==> config.mk <==
export PLATFORM = sky130hd
export DESIGN_NAME = cobs_frame_decoder
export DESIGN_NICKNAME = d
export VERILOG_FILES = /design/src/cfd_pkg.sv /design/src/cfd_front.sv /design/src/cfd_fifo.sv /design/src/cfd_back.sv /design/src/cobs_frame_decoder.sv
export SDC_FILE = /design/constraint.sdc
export NUM_CORES = 1
export LEC_CHECK = 0
export BUFFER_PORTS_ARGS = -buffer_cell sky130_fd_sc_hd__buf_2
export CAP_MARGIN = 15
export CELL_PAD_IN_SITES_DETAIL_PLACEMENT = 1
export CELL_PAD_IN_SITES_GLOBAL_PLACEMENT = 1
export CORE_UTILIZATION = 50
export CTS_CLUSTER_DIAMETER = 150
export CTS_CLUSTER_SIZE = 8
export DETAILED_ROUTE_END_ITERATION = 8
export MAX_ROUTING_LAYER = met4
export PLACE_DENSITY = 0.87
export SYNTH_ARGS = -nofsm -noshare
export SYNTH_HDL_FRONTEND = slang
export SYNTH_HIERARCHICAL = 1
export SYNTH_SLANG_ARGS = --single-unit
==> constraint.sdc <==
create_clock -name clock -period 23.2 [get_ports clock]
set_clock_uncertainty 0.2 [all_clocks]
set_input_delay 2.32 -clock clock [delete_from_list [all_inputs] [get_ports clock]]
set_output_delay 2.32 -clock clock [all_outputs]
set_load 0.05 [all_outputs]
==> src/cfd_pkg.sv <==
// Shared constants, codes and the front-to-back operation type of the COBS frame decoder.
package cfd_pkg;

   // Frame limits.
   localparam int MAX_PAYLOAD = 1024;
   localparam int MAX_WIRE    = 1048;
   localparam int HDR_LEN     = 16;

   // Derived widths.
   localparam int DEC_W  = $clog2(HDR_LEN + MAX_PAYLOAD + 1);
   localparam int WIRE_W = $clog2(MAX_WIRE + 1);
   localparam int HDR_AW = $clog2(HDR_LEN);
   localparam int IDX_W  = 10;
   localparam int LEN_W  = 16;

   // Queue between the decode front and the frame back.
   localparam int FIFO_DEPTH = 4;
   localparam int FIFO_AW    = $clog2(FIFO_DEPTH);

   // Code byte that opens a group without a trailing implied zero.
   localparam logic [7:0] CODE_LONG_GROUP = 8'hff;

   // Header magic, one byte per position.
   localparam logic [7:0] MAGIC_0 = 8'h4e;
   localparam logic [7:0] MAGIC_1 = 8'h34;
   localparam logic [7:0] MAGIC_2 = 8'h55;
   localparam logic [7:0] MAGIC_3 = 8'h31;

   typedef enum logic [2:0] {
      ERR_NONE,
      ERR_WIRE_LONG,
      ERR_TRUNCATED,
      ERR_DECODED_LONG,
      ERR_SHORT,
      ERR_MAGIC,
      ERR_SIZE,
      ERR_MISMATCH
   } err_type;

   typedef enum logic {
      KIND_PAYLOAD,
      KIND_SUMMARY
   } kind_type;

   // One decoded byte or one end of frame, as handed from front to back.
   typedef struct packed {
      kind_type           kind;
      logic [7:0]         data;
      err_type            err;
      logic [DEC_W-1:0]   count;
   } op_type;

endpackage

==> src/cfd_front.sv <==
// Decode front: accepts wire bytes, undoes the stuffing and queues decoded bytes and frame ends.
module cfd_front (
   input  logic             clock,
   input  logic             reset,
   input  logic             req_valid,
   input  logic [7:0]       req_wire_byte,
   output logic             req_stall,
   input  logic             fifo_full,
   output logic             push_valid,
   output cfd_pkg::op_type  push_op
);
   import cfd_pkg::*;

   logic [7:0]        group_left_ff, group_left_in;
   logic              zero_pending_ff, zero_pending_in;
   logic              long_group_ff, long_group_in;
   logic [WIRE_W-1:0] wire_count_ff, wire_count_in;
   logic [DEC_W-1:0]  dec_count_ff, dec_count_in;
   err_type           err_ff, err_in;
   logic              accept;
   logic              append_req;
   logic [7:0]        append_val;

   assign req_stall = fifo_full;
   assign accept    = req_valid && !fifo_full;

   // Next state of the group counter, the counts and the error latch.
   always_comb begin
      group_left_in   = group_left_ff;
      zero_pending_in = zero_pending_ff;
      long_group_in   = long_group_ff;
      wire_count_in   = wire_count_ff;
      dec_count_in    = dec_count_ff;
      err_in          = err_ff;
      append_req      = 1'b0;
      append_val      = 8'd0;
      push_valid      = 1'b0;
      push_op.kind    = KIND_PAYLOAD;
      push_op.data    = 8'd0;
      push_op.err     = ERR_NONE;
      push_op.count   = dec_count_ff;

      if (accept) begin
         if (req_wire_byte == 8'd0) begin
            // Delimiter: a repeated one with nothing since gives no beat.
            if (wire_count_ff != '0 || err_ff != ERR_NONE) begin
               push_valid   = 1'b1;
               push_op.kind = KIND_SUMMARY;
               if (err_ff != ERR_NONE) begin
                  push_op.err = err_ff;
               end else if (group_left_ff != 8'd0) begin
                  push_op.err = ERR_TRUNCATED;
               end else if (dec_count_ff < DEC_W'(HDR_LEN)) begin
                  push_op.err = ERR_SHORT;
               end
            end
            group_left_in   = 8'd0;
            zero_pending_in = 1'b0;
            long_group_in   = 1'b0;
            wire_count_in   = '0;
            dec_count_in    = '0;
            err_in          = ERR_NONE;
         end else begin
            if (wire_count_ff < WIRE_W'(MAX_WIRE)) begin
               wire_count_in = wire_count_ff + WIRE_W'(1);
            end
            if (err_ff != ERR_NONE) begin
               // Rest of an errored frame is swallowed.
            end else if (wire_count_in > WIRE_W'(MAX_WIRE - 1)) begin
               err_in = ERR_WIRE_LONG;
            end else if (group_left_ff == 8'd0) begin
               // Code byte: release the held zero and open a new group.
               append_req      = zero_pending_ff;
               append_val      = 8'd0;
               long_group_in   = (req_wire_byte == CODE_LONG_GROUP);
               group_left_in   = req_wire_byte - 8'd1;
               zero_pending_in = (req_wire_byte == 8'd1);
            end else begin
               // Literal byte inside a group.
               group_left_in = group_left_ff - 8'd1;
               if (group_left_ff == 8'd1) begin
                  zero_pending_in = !long_group_ff;
               end
               append_req = 1'b1;
               append_val = req_wire_byte;
            end

            // Append one decoded byte unless the frame is already too long.
            if (append_req) begin
               if (dec_count_ff >= DEC_W'(HDR_LEN + MAX_PAYLOAD)) begin
                  err_in = ERR_DECODED_LONG;
               end else begin
                  push_valid   = 1'b1;
                  push_op.data = append_val;
                  dec_count_in = dec_count_ff + DEC_W'(1);
               end
            end
         end
      end
   end

   // Frame decode state.
   always_ff @(posedge clock) begin
      if (reset) begin
         group_left_ff   <= 8'd0;
         zero_pending_ff <= 1'b0;
         long_group_ff   <= 1'b0;
         wire_count_ff   <= '0;
         dec_count_ff    <= '0;
         err_ff          <= ERR_NONE;
      end else begin
         group_left_ff   <= group_left_in;
         zero_pending_ff <= zero_pending_in;
         long_group_ff   <= long_group_in;
         wire_count_ff   <= wire_count_in;
         dec_count_ff    <= dec_count_in;
         err_ff          <= err_in;
      end
   end

endmodule

==> src/cfd_fifo.sv <==
// Short queue of operations between the decode front and the frame back.
module cfd_fifo (
   input  logic             clock,
   input  logic             reset,
   input  logic             push_valid,
   input  cfd_pkg::op_type  push_op,
   output logic             full,
   output logic             head_valid,
   output cfd_pkg::op_type  head_op,
   input  logic             pop
);
   import cfd_pkg::*;

   op_type             mem_ff [FIFO_DEPTH];
   logic [FIFO_AW-1:0] wr_ptr_ff, wr_ptr_in;
   logic [FIFO_AW-1:0] rd_ptr_ff, rd_ptr_in;
   logic [FIFO_AW:0]   count_ff, count_in;
   logic               do_push;
   logic               do_pop;

   assign full       = (count_ff == (FIFO_AW + 1)'(FIFO_DEPTH));
   assign head_valid = (count_ff != '0);
   assign head_op    = mem_ff[rd_ptr_ff];
   assign do_push    = push_valid && !full;
   assign do_pop     = pop && head_valid;

   // Pointer and occupancy update.
   always_comb begin
      wr_ptr_in = do_push ? wr_ptr_ff + FIFO_AW'(1) : wr_ptr_ff;
      rd_ptr_in = do_pop  ? rd_ptr_ff + FIFO_AW'(1) : rd_ptr_ff;
      count_in  = count_ff;
      if (do_push && !do_pop) begin
         count_in = count_ff + (FIFO_AW + 1)'(1);
      end else if (!do_push && do_pop) begin
         count_in = count_ff - (FIFO_AW + 1)'(1);
      end
   end

   always_ff @(posedge clock) begin
      if (reset) begin
         wr_ptr_ff <= '0;
         rd_ptr_ff <= '0;
         count_ff  <= '0;
      end else begin
         wr_ptr_ff <= wr_ptr_in;
         rd_ptr_ff <= rd_ptr_in;
         count_ff  <= count_in;
      end
   end

   // Entry storage.
   always_ff @(posedge clock) begin
      if (do_push) begin
         mem_ff[wr_ptr_ff] <= push_op;
      end
   end

endmodule

==> src/cfd_back.sv <==
// Frame back: collects the header, emits payload beats and checks the header at frame end.
module cfd_back (
   input  logic                         clock,
   input  logic                         reset,
   input  logic                         head_valid,
   input  cfd_pkg::op_type              head_op,
   output logic                         pop,
   output logic                         rsp_valid,
   input  logic                         rsp_stall,
   output logic                         rsp_item_kind,
   output logic [7:0]                   rsp_payload_byte,
   output logic [cfd_pkg::IDX_W-1:0]    rsp_payload_index,
   output logic [7:0]                   rsp_operation_code,
   output logic [7:0]                   rsp_status_code,
   output logic [cfd_pkg::LEN_W-1:0]    rsp_payload_length,
   output logic [31:0]                  rsp_frame_id,
   output logic [31:0]                  rsp_session_id,
   output logic                         rsp_frame_ok,
   output logic [2:0]                   rsp_error_code
);
   import cfd_pkg::*;

   logic [7:0]       header_ff [HDR_LEN];
   logic             valid_ff, valid_in;
   kind_type         kind_ff, kind_in;
   logic [7:0]       byte_ff, byte_in;
   logic [IDX_W-1:0] index_ff, index_in;
   logic [7:0]       op_code_ff, op_code_in;
   logic [7:0]       status_ff, status_in;
   logic [LEN_W-1:0] length_ff, length_in;
   logic [31:0]      frame_id_ff, frame_id_in;
   logic [31:0]      session_ff, session_in;
   logic             ok_ff, ok_in;
   err_type          err_ff, err_in;
   logic [LEN_W-1:0] hdr_len;
   logic             magic_ok;
   logic             in_header;
   logic             emits;
   err_type          final_err;

   // Take the next operation when the output register is free or drains now.
   assign pop       = head_valid && (!valid_ff || !rsp_stall);
   assign in_header = (head_op.kind == KIND_PAYLOAD) && (head_op.count < DEC_W'(HDR_LEN));
   assign emits     = !in_header;

   assign hdr_len  = {header_ff[7], header_ff[6]};
   assign magic_ok = (header_ff[0] == MAGIC_0) && (header_ff[1] == MAGIC_1) &&
                     (header_ff[2] == MAGIC_2) && (header_ff[3] == MAGIC_3);

   // Header checks at frame end, first failing check wins.
   always_comb begin
      final_err = head_op.err;
      if (head_op.err == ERR_NONE) begin
         if (!magic_ok) begin
            final_err = ERR_MAGIC;
         end else if ({1'b0, hdr_len} > (LEN_W + 1)'(MAX_PAYLOAD)) begin
            final_err = ERR_SIZE;
         end else if ((LEN_W + 1)'(head_op.count) !=
                      ({1'b0, hdr_len} + (LEN_W + 1)'(HDR_LEN))) begin
            final_err = ERR_MISMATCH;
         end
      end
   end

   // Next contents of the output register.
   always_comb begin
      valid_in    = pop ? emits : (valid_ff && rsp_stall);
      kind_in     = kind_ff;
      byte_in     = byte_ff;
      index_in    = index_ff;
      op_code_in  = op_code_ff;
      status_in   = status_ff;
      length_in   = length_ff;
      frame_id_in = frame_id_ff;
      session_in  = session_ff;
      ok_in       = ok_ff;
      err_in      = err_ff;
      if (pop && emits) begin
         kind_in = head_op.kind;
         if (head_op.kind == KIND_SUMMARY) begin
            byte_in     = 8'd0;
            index_in    = '0;
            op_code_in  = header_ff[4];
            status_in   = header_ff[5];
            length_in   = hdr_len;
            frame_id_in = {header_ff[11], header_ff[10], header_ff[9], header_ff[8]};
            session_in  = {header_ff[15], header_ff[14], header_ff[13], header_ff[12]};
            ok_in       = (final_err == ERR_NONE);
            err_in      = final_err;
         end else begin
            byte_in     = head_op.data;
            index_in    = IDX_W'(head_op.count - DEC_W'(HDR_LEN));
            op_code_in  = 8'd0;
            status_in   = 8'd0;
            length_in   = '0;
            frame_id_in = 32'd0;
            session_in  = 32'd0;
            ok_in       = 1'b0;
            err_in      = ERR_NONE;
         end
      end
   end

   always_ff @(posedge clock) begin
      if (reset) begin
         valid_ff <= 1'b0;
      end else begin
         valid_ff <= valid_in;
      end
   end

   // Output payload and header bytes; the header is cleared once its summary is taken.
   always_ff @(posedge clock) begin
      kind_ff     <= kind_in;
      byte_ff     <= byte_in;
      index_ff    <= index_in;
      op_code_ff  <= op_code_in;
      status_ff   <= status_in;
      length_ff   <= length_in;
      frame_id_ff <= frame_id_in;
      session_ff  <= session_in;
      ok_ff       <= ok_in;
      err_ff      <= err_in;
      if (pop && in_header) begin
         header_ff[head_op.count[HDR_AW-1:0]] <= head_op.data;
      end else if (pop && (head_op.kind == KIND_SUMMARY)) begin
         for (int i = 0; i < HDR_LEN; i++) begin
            header_ff[i] <= 8'd0;
         end
      end
   end

   assign rsp_valid          = valid_ff;
   assign rsp_item_kind      = (kind_ff == KIND_SUMMARY);
   assign rsp_payload_byte   = byte_ff;
   assign rsp_payload_index  = index_ff;
   assign rsp_operation_code = op_code_ff;
   assign rsp_status_code    = status_ff;
   assign rsp_payload_length = length_ff;
   assign rsp_frame_id       = frame_id_ff;
   assign rsp_session_id     = session_ff;
   assign rsp_frame_ok       = ok_ff;
   assign rsp_error_code     = err_ff;

endmodule

==> src/cobs_frame_decoder.sv <==
// Top level of the COBS frame decoder: decode front, operation queue and frame back.
// Path: an accepted beat is written into the queue, then popped into the output register behind rsp_valid.
// Throughput: one wire byte per cycle while req_stall is low; the four-entry queue and the output register
// let each side stall on its own, and req_stall rises only when the queue is full.
// Reset: synchronous and active high; it clears the group counter, counts, error latch,
// queue and output valid. Header bytes not received in a frame read as zero after a summary.
module cobs_frame_decoder (
   input  logic                         clock,
   input  logic                         reset,
   input  logic                         req_valid,
   output logic                         req_stall,
   input  logic [7:0]                   req_wire_byte,
   output logic                         rsp_valid,
   input  logic                         rsp_stall,
   output logic                         rsp_item_kind,
   output logic [7:0]                   rsp_payload_byte,
   output logic [cfd_pkg::IDX_W-1:0]    rsp_payload_index,
   output logic [7:0]                   rsp_operation_code,
   output logic [7:0]                   rsp_status_code,
   output logic [cfd_pkg::LEN_W-1:0]    rsp_payload_length,
   output logic [31:0]                  rsp_frame_id,
   output logic [31:0]                  rsp_session_id,
   output logic                         rsp_frame_ok,
   output logic [2:0]                   rsp_error_code
);
   import cfd_pkg::*;

   logic   fifo_full;
   logic   push_valid;
   op_type push_op;
   logic   head_valid;
   op_type head_op;
   logic   pop;

   // Byte decode and frame bookkeeping.
   cfd_front u_front (
      .clock         (clock),
      .reset         (reset),
      .req_valid     (req_valid),
      .req_wire_byte (req_wire_byte),
      .req_stall     (req_stall),
      .fifo_full     (fifo_full),
      .push_valid    (push_valid),
      .push_op       (push_op)
   );

   // Decoupling queue.
   cfd_fifo u_fifo (
      .clock      (clock),
      .reset      (reset),
      .push_valid (push_valid),
      .push_op    (push_op),
      .full       (fifo_full),
      .head_valid (head_valid),
      .head_op    (head_op),
      .pop        (pop)
   );

   // Header collection, checks and result register.
   cfd_back u_back (
      .clock              (clock),
      .reset              (reset),
      .head_valid         (head_valid),
      .head_op            (head_op),
      .pop                (pop),
      .rsp_valid          (rsp_valid),
      .rsp_stall          (rsp_stall),
      .rsp_item_kind      (rsp_item_kind),
      .rsp_payload_byte   (rsp_payload_byte),
      .rsp_payload_index  (rsp_payload_index),
      .rsp_operation_code (rsp_operation_code),
      .rsp_status_code    (rsp_status_code),
      .rsp_payload_length (rsp_payload_length),
      .rsp_frame_id       (rsp_frame_id),
      .rsp_session_id     (rsp_session_id),
      .rsp_frame_ok       (rsp_frame_ok),
      .rsp_error_code     (rsp_error_code)
   );

endmodule

# Word-level counts from Yosys, hierarchy flattened
# Memories as Yosys holds them, arrays and structs flattened. A register that Yosys moved wholly into a read port is not among the register bits.
# Cells that the tools add are included.
# op_classes
magnitude_cmp	6
reduce_logical	50
bitwise_logic	1
n_addsub	10
n_eq_ne	12
n_mux	67
# op_table
op	count
$mux W8	11
$mux W11	7
$mux W3	16
$mux W1	29
$add A11 B1 Y11 const B	2
$lt A11 B5 Y1 const B	2
$add A16 B5 Y17 const B	1
$logic_not A1 Y1	17
$ne A11 B17 Y1	1
$eq A8 B1 Y1 const B	2
$eq A8 B6 Y1 const B	2
$eq A8 B7 Y1 const B	2
$gt A16 B11 Y1 const B	1
$logic_not A8 Y1	2
$sub A8 B1 Y8 const B	2
$logic_and A1 B1 Y1	14
$mux W12	1
$ge A11 B11 Y1 const B	1
$gt A11 B11 Y1 const B	1
$lt A11 B11 Y1 const B	1
$reduce_bool A11 Y1	1
$sub A10 B5 Y10 const B	1
$reduce_bool A3 Y1	3
$eq A8 B8 Y1 const B	1
15 further kinds	25
# totals
mem_bits_rw	220
regBits	82
mem_count	2
out_inout_bits	121
inputBits	12
# mem_list
name	words	word_bits	rd	rd_clocked_by_memory_dff	write_ports	line_no	rtl
u_back.header_ff	16	8	16	10	16	cfd_back.sv:23	logic [7:0] header_ff [HDR_LEN];
u_fifo.mem_ff	4	23	1	1	1	cfd_fifo.sv:14	op_type mem_ff [FIFO_DEPTH];

# Depth between registers and ports, before layout
# Gate-level depths: netlist of run 1.
# logic_depth
ltp_word	17
ltp_mapped	16
ltp_nobuf	15

# Cells and area by module
# The synthesis of run 1 kept the hierarchy.
# by_module_without_submodules
mod	cells_each	area_each_um2	n_inst
cfd_back	939	9711.8	1
cfd_fifo	168	3828.7	1
cfd_front	349	2642.5	1

# Worst setup path before layout of run 1
# OpenSTA, ideal clock, no wires.
# synth_timing
path_kind	in2reg
startpoint	input rsp_stall
endpoint	register u_back.err_ff[0], in the netlist u_back/rsp_error_code[0] (enable)
t_arrival_ps	11396
cell_stages	2
required_ps	22218
path_slack_ps	10823
setup_ps	782
path_cell_list	a21boi_0 -> a21boi_0
# synth_via
elab_chain_len	4
# synth_rtl
element	line_no	rtl
start: declaration	cobs_frame_decoder.sv:14	input logic rsp_stall,
$logic_not A1 Y1	cfd_back.sv:42	assign pop = head_valid && (!valid_ff || !rsp_stall);
$logic_or A1 B1 Y1	cfd_back.sv:42	
$logic_and A1 B1 Y1	cfd_back.sv:42	
$logic_and A1 B1 Y1	cfd_back.sv:78	if (pop && emits) begin
end signal: assignment	cfd_back.sv:123	err_ff <= err_in;
end: declaration	cfd_back.sv:34	err_type err_ff, err_in;
# Every way passes these cells.
# A chain may end at the register's enable or synchronous reset.

# Worst setup path in the final report of run 1
# layout_timing
startpoint	input req_wire_byte[2]
endpoint	register u_fifo.count_ff[2]
# layout_via
elab_chain_len	7
elab_cells_between_ends	9
classes_between	mux: 3; reduce/logical: 6
# layout_rtl
element	line_no	rtl
start: declaration	cobs_frame_decoder.sv:12	input logic [7:0] req_wire_byte,
$logic_not A8 Y1 (*)	cfd_front.sv:44	if (req_wire_byte == 8'd0) begin
$mux W1 (*)	cfd_front.sv:44	
$mux W1 (*)	cfd_front.sv:43	if (accept) begin
net push_valid	cobs_frame_decoder.sv:29	logic push_valid;
$logic_and A1 B1 Y1 (*)	cfd_fifo.sv:24	assign do_push = push_valid && !full;
net u_fifo.do_push	cfd_fifo.sv:18	logic do_push;
$logic_not A1 Y1	cfd_fifo.sv:34	end else if (!do_push && do_pop) begin
$logic_and A1 B1 Y1	cfd_fifo.sv:34	
$reduce_bool A2 Y1 (no source line)	-	
end signal: assignment	cfd_fifo.sv:47	count_ff <= count_in;
end: declaration	cfd_fifo.sv:17	logic [FIFO_AW:0] count_ff, count_in;
# Mark *: on every way through the listed nets, which the timed path passes. The rest lies on a longest branch.

==> results.md, run 1 <==
- Wire per inst: about 23 µm
- Synthesized area per cell: 11.1 µm²
- Simple-gate share of the synthesized area: 19.8%
- Most used DFF post-synth: edfxtp_1
- Post_cts resized: 0
- CP cell instances: buf_2, or4_1, nor4_1, buf_4, nand2_1, a31oi_1, a21o_1, inv_1, nor2_1, ha_1, inv_1, fa_1, xor2_1, or3_1, a21oi_1
- Maximum vdd drop: 0.0000785 V
- Antenna cell count: 0
- Worst-Margin Slew: 1.12 ns
- Total setup buffers inserted after CTS: 0
- Die area: 33,100 µm²
- Post-Syn Instances: 1,456
- # IOs: 133
- Worst-case clock buffer depth: 3
- Mapped Nets: 1,485
- Worst Path Arrival: 6.28 ns
- Utilization after layout: 58.6%
- Setup Slack @ Placement: 16.80 ns
- TritonCTS Buffers: 53
- First-pass GRT wire length: approximately 71,000 µm
- Mux cell area share after synthesis: 4.20%
- HPWL Detailed: 27,500 µm
- P&R area growth vs syn: 14.9%
- Die Y: 182 µm
- Initial DRT Pass Iterations: 5
- Layout cell share with drive strength beyond 1: 15.2%
- Multi-input gate area: 5880 µm²
- Number of fill cells: 3,350
- Peak Freq: approximately 0.17 GHz
- Main combinational cell family by area after synthesis: simple AND/OR/NAND/NOR gates
- Distinct cells, synth: 79
- Fin crit share: between 20% and 30%
- Initial Utilization: 51.0%
- Post-route insts no fill: 2,014
- GRT met3 Usage: 3.57%
- Hold Fails Final Rpt: 0
- Setup total negative slack: 0 ns
- Worst Setup End Kind: flop
- Tot GR Track Use: between 20% and 30%
- Gpl congestion: between 0.8 and 0.9
- Max-cap violations: 0
- CTS tree: yes
- Final Max Slew Viols: 0
- Number of flops mapped to enable cells by yosys: roughly 210
- Sequential share of the synthesized area: 60.6%
- Minimum clock period after layout: 6.00 ns
- Vias per cell: 5.98
- Slew HR: 24.9%
- Total gr overflow: 0
- Root buf cell: clkbuf_16
- DIE WIDTH: 182 µm
- Clock Sinks: 384
- Final setup fails: 0
- Synth Area in Compound Gates: 9.42%
- Critical path class: in -> reg
- GR Util met2: 50.1%
- CTS clock-pin slew for the worst setup and hold paths: about 0.06 ns
- Top Usage Layer GRT: met2
- Leak: 6.68 nW
- # nets final: 1,598
- Most used cell, CP: inv_1
- Worst hold path type: reg -> reg
- Critical Path Fanout Max: 12
- Status: complete, no violations
- Critical Path Start Type: input port
- Post-Syn Area: 16,200 µm²
- RSZ-0062 raised after global routing: no
- Core region area: 31,700 µm²
- Storage element area: roughly 9800 µm²
- DRC: 0
- Number of synthesized register bits: 384
- Initial DRC Count: between 900 and 1,000
- Critical-path top delay cell: or4_1
- Pwr dens: 149 nW/µm²
- Port buffer count: ~130
- FP Rows: 65
- Detail Route Antenna Nets: 0
- Met1 usage: 32.9%
- Clk_lat worst skew: 0.56 ns
- Placed insts: 1,912
- H-tree levels: 2
- Xor/xnor share of the synthesized area: 1.52%
- Post-Route WL: about 46,000 µm
- Synthesis warning total: 6
- Adder-Cell Fraction of Synth Area: under 10%
- Max incr delay on CP: roughly 0.6 ns
- Vias: 12,042
- Worst Setup Slack, final: 17.20 ns
- Vias in the first global route: 12,624
- Critical path required time: 23.48 ns
- Hold-fix buffers, CTS: 0
- Initial antenna violation count: 0
- Async SR Flop Fraction: 0%
- Largest net degree at the start of global routing: 123
==> metrics by stage <==
step                total power [mW]  hold WS, ns  instance area (µm²)
global placement                2.00        0.233                17000
global route                    2.87        0.265                18600
CTS                             2.77        0.251                18500
detailed placement              2.04        0.242                17000
floorplan                       1.81        0.227                16200
finish                          2.77        0.248                18600
==> critical path, delay by kind of cell <==
kind	cells	cell delay, ns
AND/OR/NAND/NOR	5	1.65
buffers and inverters	4	0.55
AO/OA/AOI/OAI	3	0.86
XOR/XNOR	1	0.16
adder cells (fa/ha/maj)	2	0.72
==> layer usage <==
metal / wire length, µm / vias up
met4: 1500 / 0
met3: 2320 / 114
met2: 23800 / 456
li1: - / 5436
met1: 18500 / 6036
met5: 0 / -
==> final timing paths <==
kind,startpoint,end,slack [ns],depth (start not counted)
worst max-delay path,req_wire_byte[2],u_fifo/count_ff[2],17.20,15
worst min-delay path,u_back/header_ff[13][1],u_back/header_ff[13][1],0.25,2
worst max register to register,flop,u_back/header_ff[14][5],18.34,8
worst min register to register,u_back/header_ff[13][1],u_back/header_ff[13][1],0.25,2
==> registers in the layout (all words and copies together), names as in the netlist, named ones only <==
name and count:
u_back/header_ff 128, u_back/rsp_status_code 8, u_front/zero_pending_ff 1, u_back/rsp_item_kind 1, u_back/rsp_operation_code 8, u_fifo/count_ff 3
u_back/rsp_payload_length 16, u_back/rsp_frame_ok 1, u_back/rsp_valid 1, u_front/dec_count_ff 11, u_back/rsp_payload_index 10, u_front/long_group_ff 1
u_front/group_left_ff 8, u_back/rsp_session_id 32, u_fifo/rd_ptr_ff 2, u_fifo/wr_ptr_ff 2, u_back/rsp_frame_id 32, u_front/err_ff 3
u_fifo/mem_ff 92, u_back/rsp_error_code 3, u_back/rsp_payload_byte 8, u_front/wire_count_ff 11
==> layout by cell type (no fill, tap or decap), drive strengths merged, types with 11 or more instances in the layout <==
cell type	instances
nand2	271
edfxtp	211
dfxtp	173
a21oi	160
buf	143
and2	111
clkbuf	97
nor2	59
nand3	48
o21ai	26
mux4	23
inv	21
nor3	19
nor2b	17
xnor2	16
ha	16
nor4	16
mux2i	15
nand4	15
xor2	12
or4	12
o31ai	11
==> cell usage after synthesis, types with 8 or more instances <==
library cell	instances	area share, %
o31ai_1	10	0.46
nor4_1	15	0.58
mux2i_1	15	0.93
a21oi_1	158	4.9
nor3_1	18	0.56
o21ai_0	26	0.80
nand4_1	15	0.58
or3_1	8	0.31
clkbuf_1	52	1.2
xnor2_1	16	0.87
nor2b_1	17	0.66
or4_1	10	0.46
edfxtp_1	211	39
mux4_2	20	2.8
nand2_1	271	6.3
nand2b_1	9	0.35
dfxtp_1	173	21
buf_2	20	0.62
nand3_1	48	1.5
xor2_1	12	0.65
inv_1	21	0.49
nor2_1	56	1.3
and2_1	111	4.3
ha_1	16	1.2
==> power by group <==
part / internal (mW) / total [mW] / switching [mW] / leakage (nW)
sequential: 0.915 / 0.978 / 0.0628 / 3.46
clock: 0.434 / 0.715 / 0.281 / 0.723
combinational: 0.234 / 1.08 / 0.843 / 2.50
total: 1.58 / 2.77 / 1.19 / 6.68
==> area by class of cell <==
class | count | share of cell area, %
Inverter | 21 | 0.424
Timing Repair Buffer | 143 | 4.29
Clock buffer | 97 | 8.14
Sequential cell | 384 | 52.7
Tap cell | 402 | 2.71
Multi-Input combinational cell | 966 | 31.6
Clock inverter | 1 | 0.0875
==> kinds of logic after synthesis <==
logic type / Yosys count
xor+xnor: 28
buf+inv: 106
mux: 38
flops: 384
fa+ha+maj: 17
compound gates: 255
simple gates: 628
No activity file was read; power rests on OpenSTA's default activity.
==> run 2, diff against run 1 <==
CORE_UTILIZATION = 43   (was 50)
PLACE_DENSITY = 0.79   (was 0.87)
clock period = 4.9 ns   (was 23.2 ns; I/O delays follow)
==> run 2 against run 1 <==
Sequential cell count is the same. Hold slack worse by 0.062 ns. First-iteration DRC count fell by 32%. Combinational power grew to 4.7 times the previous value. Register-to-register slack worse by 18 ns. Worst setup slack lost 17 ns. Critical path depth did not move. Count of clock-buffer cells in the layout is 3 lower. Clock power rose to 4.7 times the previous value. Power grew to 4.7 times the previous value. Sequential power increased to 4.7 times the previous value. Via count down 3.4%. Highest routed layer unchanged.
==> results.md, run 2 (synthesis results as in run 1) <==
- Max-cap violations: 0
- Setup Slack @ Placement: 0.551 ns
- Total design power: 13.1 mW
- Leak: 6.73 nW
- Top reg by flops: u_back/header_ff
- CTS tree: yes
- Core region area: between 30,000 and 40,000 µm²
- Clock Sinks: 384
- Slew HR: between 20% and 30%
- Port buffer count: 132
- Worst reg2reg path depth: 15
- RSZ-0062 raised after global routing: no
- Initial Utilization: 44.0%
- Antenna cell count: 0
- Post-layout instance area: 18,700 µm²
- Wire per inst: 20.2 µm
- Critical path class: reg -> reg
- P&R area growth vs syn: 15.7%
- CP cell instances: ha_1, and3_4, a211o_1, a22o_1, o31a_1, nor3_1, a21o_1, inv_1, nor2_1, ha_1, inv_1, fa_1, xor2_1, or3_1, a21oi_1
- Regs by FF count: u_back/header_ff x128, u_fifo/mem_ff x92
- TritonCTS Buffers: 53
- Tot GR Track Use: between 20% and 30%
- Commonest non-fill, non-tap cell in the layout: nand2_1
- Minimum clock period after layout: 4.31 ns
- Post_cts resized: 0
- Worst-Margin Slew: 1.15 ns
- DIE WIDTH: 196 µm
- Critical Path Start Type: flop
- Initial DRT Pass Iterations: 5
- Final Max Slew Viols: 0
- Internal power: approximately 7.5 mW
- Worst Setup End Kind: flop
- Clock power frac: 25.8%
- NetSw: 5.55 mW
- Initial antenna violation count: 0
- Die area: 38,400 µm²
- Post-Route WL: roughly 42,000 µm
- Hold Fails Final Rpt: 0
- Max reg flops: about 130
- Combinational share of power: 38.8%
- Worst Setup Slack, final: about 0.6 ns
- First-pass GRT wire length: roughly 67,000 µm
- FP Rows: 70
- Hold-fix buffers, CTS: 1
- Root buf cell: clkbuf_16
- Placed instance area: roughly 17,000 µm²
- Highest-count cells in the layout ignoring fill and taps: nand2_1 (271), edfxtp_1 (211), dfxtp_1 (173), a21oi_1 (158), buf_2 (132)
- Total gr overflow: 0
- Pwr dens: 697 nW/µm²
- Total setup buffers inserted after CTS: 0
- Critical Path Fanout Max: 8
- Worst-case clock buffer depth: 3
- # nets final: 1,610
- Vias per cell: 5.56
- Vias: about 12,000
- Status: complete, no violations
- Largest net degree at the start of global routing: 122
- DRC: 0
- HPWL Detailed: ~27,000 µm
- Worst Path Arrival: 4.62 ns
- Sw frac: 42.5%
- Die Y: 196 µm
- Critical path required time: 5.21 ns
- Peak Freq: ~0.23 GHz
- Final setup fails: 0
- Setup total negative slack: 0 ns
- Maximum vdd drop: 0.000306 V
- Utilization after layout: 50.9%
- Gpl congestion: around 0.87
- Worst hold path type: in -> reg
- Hold Path Stages: 5
- Fin crit share: 87.9%
- # IOs: around 130
- Max incr delay on CP: roughly 0.43 ns
- Seq pwr share: 35.4%
- Initial DRC Count: a little over 600
- H-tree levels: 2
- Clk_lat worst skew: 0.59 ns
- Detail Route Antenna Nets: 0
- Critical-path top delay cell: fa_1
- Vias in the first global route: between 10,000 and 15,000
- CTS clock-pin slew for the worst setup and hold paths: around 0.06 ns
- Layout cell share with drive strength beyond 1: 15.8%
==> run 2: worst max-delay path, delay by kind of cell (launching register included) <==
family | cells | cell delay, ns
simple gates | 4 | 1.18
fa+ha+maj | 3 | 0.95
flops | 1 | 0.36
compound gates | 5 | 1.25
buf+inv | 2 | 0.14
xor+xnor | 1 | 0.16
==> run 2: stage by stage <==
step	instances	hold WS [ns]
after detailed placement	1993	0.241
after global placement	1993	0.233
after CTS	2091	0.142
after global routing	2091	0.205
final	2091	0.186
after floorplan	1456	0.227
==> run 2: area by class of cell <==
type / instances / area [µm²]
Timing Repair Buffer: 155 / 861
Multi-Input combinational cell: 966 / 5880
Sequential cell: 384 / 9800
Clock inverter: 3 / 37.5
Tap cell: 468 / 586
Clock buffer: 94 / 1480
Inverter: 21 / 78.8
Fill cell: 3959 / 18100
==> run 2: final timing paths <==
path,startpoint,end,slack (ns)
hold / removal,req_wire_byte[2],u_front/long_group_ff,0.19
setup reg to reg,u_front/wire_count_ff[1],u_fifo/count_ff[2],0.59
setup / recovery,u_front/wire_count_ff[1],u_fifo/count_ff[2],0.59
hold reg to reg,u_back/header_ff[11][0],u_back/header_ff[11][0],0.25
==> run 2: power by group through the flow <==
stage | combinational, mW | sequential [mW] | clock [mW]
finish | 5.07 | 4.62 | 3.36
global route | 5.34 | 4.70 | 3.55
CTS | 5.11 | 4.64 | 3.43
detailed placement | 5.08 | 4.70 | 0
global placement | 4.99 | 4.65 | 0
floorplan | 2.23 | 6.18 | 0
==> run 2: metal layers <==
layer / GRT usage [%] / up-vias / share of wire [%]
li1: - / 5464 / -
met1: 25.6 / 5812 / 41
met2: 40.5 / 271 / 52
met3: 3.54 / 80 / 4.1
met4: 8.45 / 0 / 2.4
met5: - / - / 0
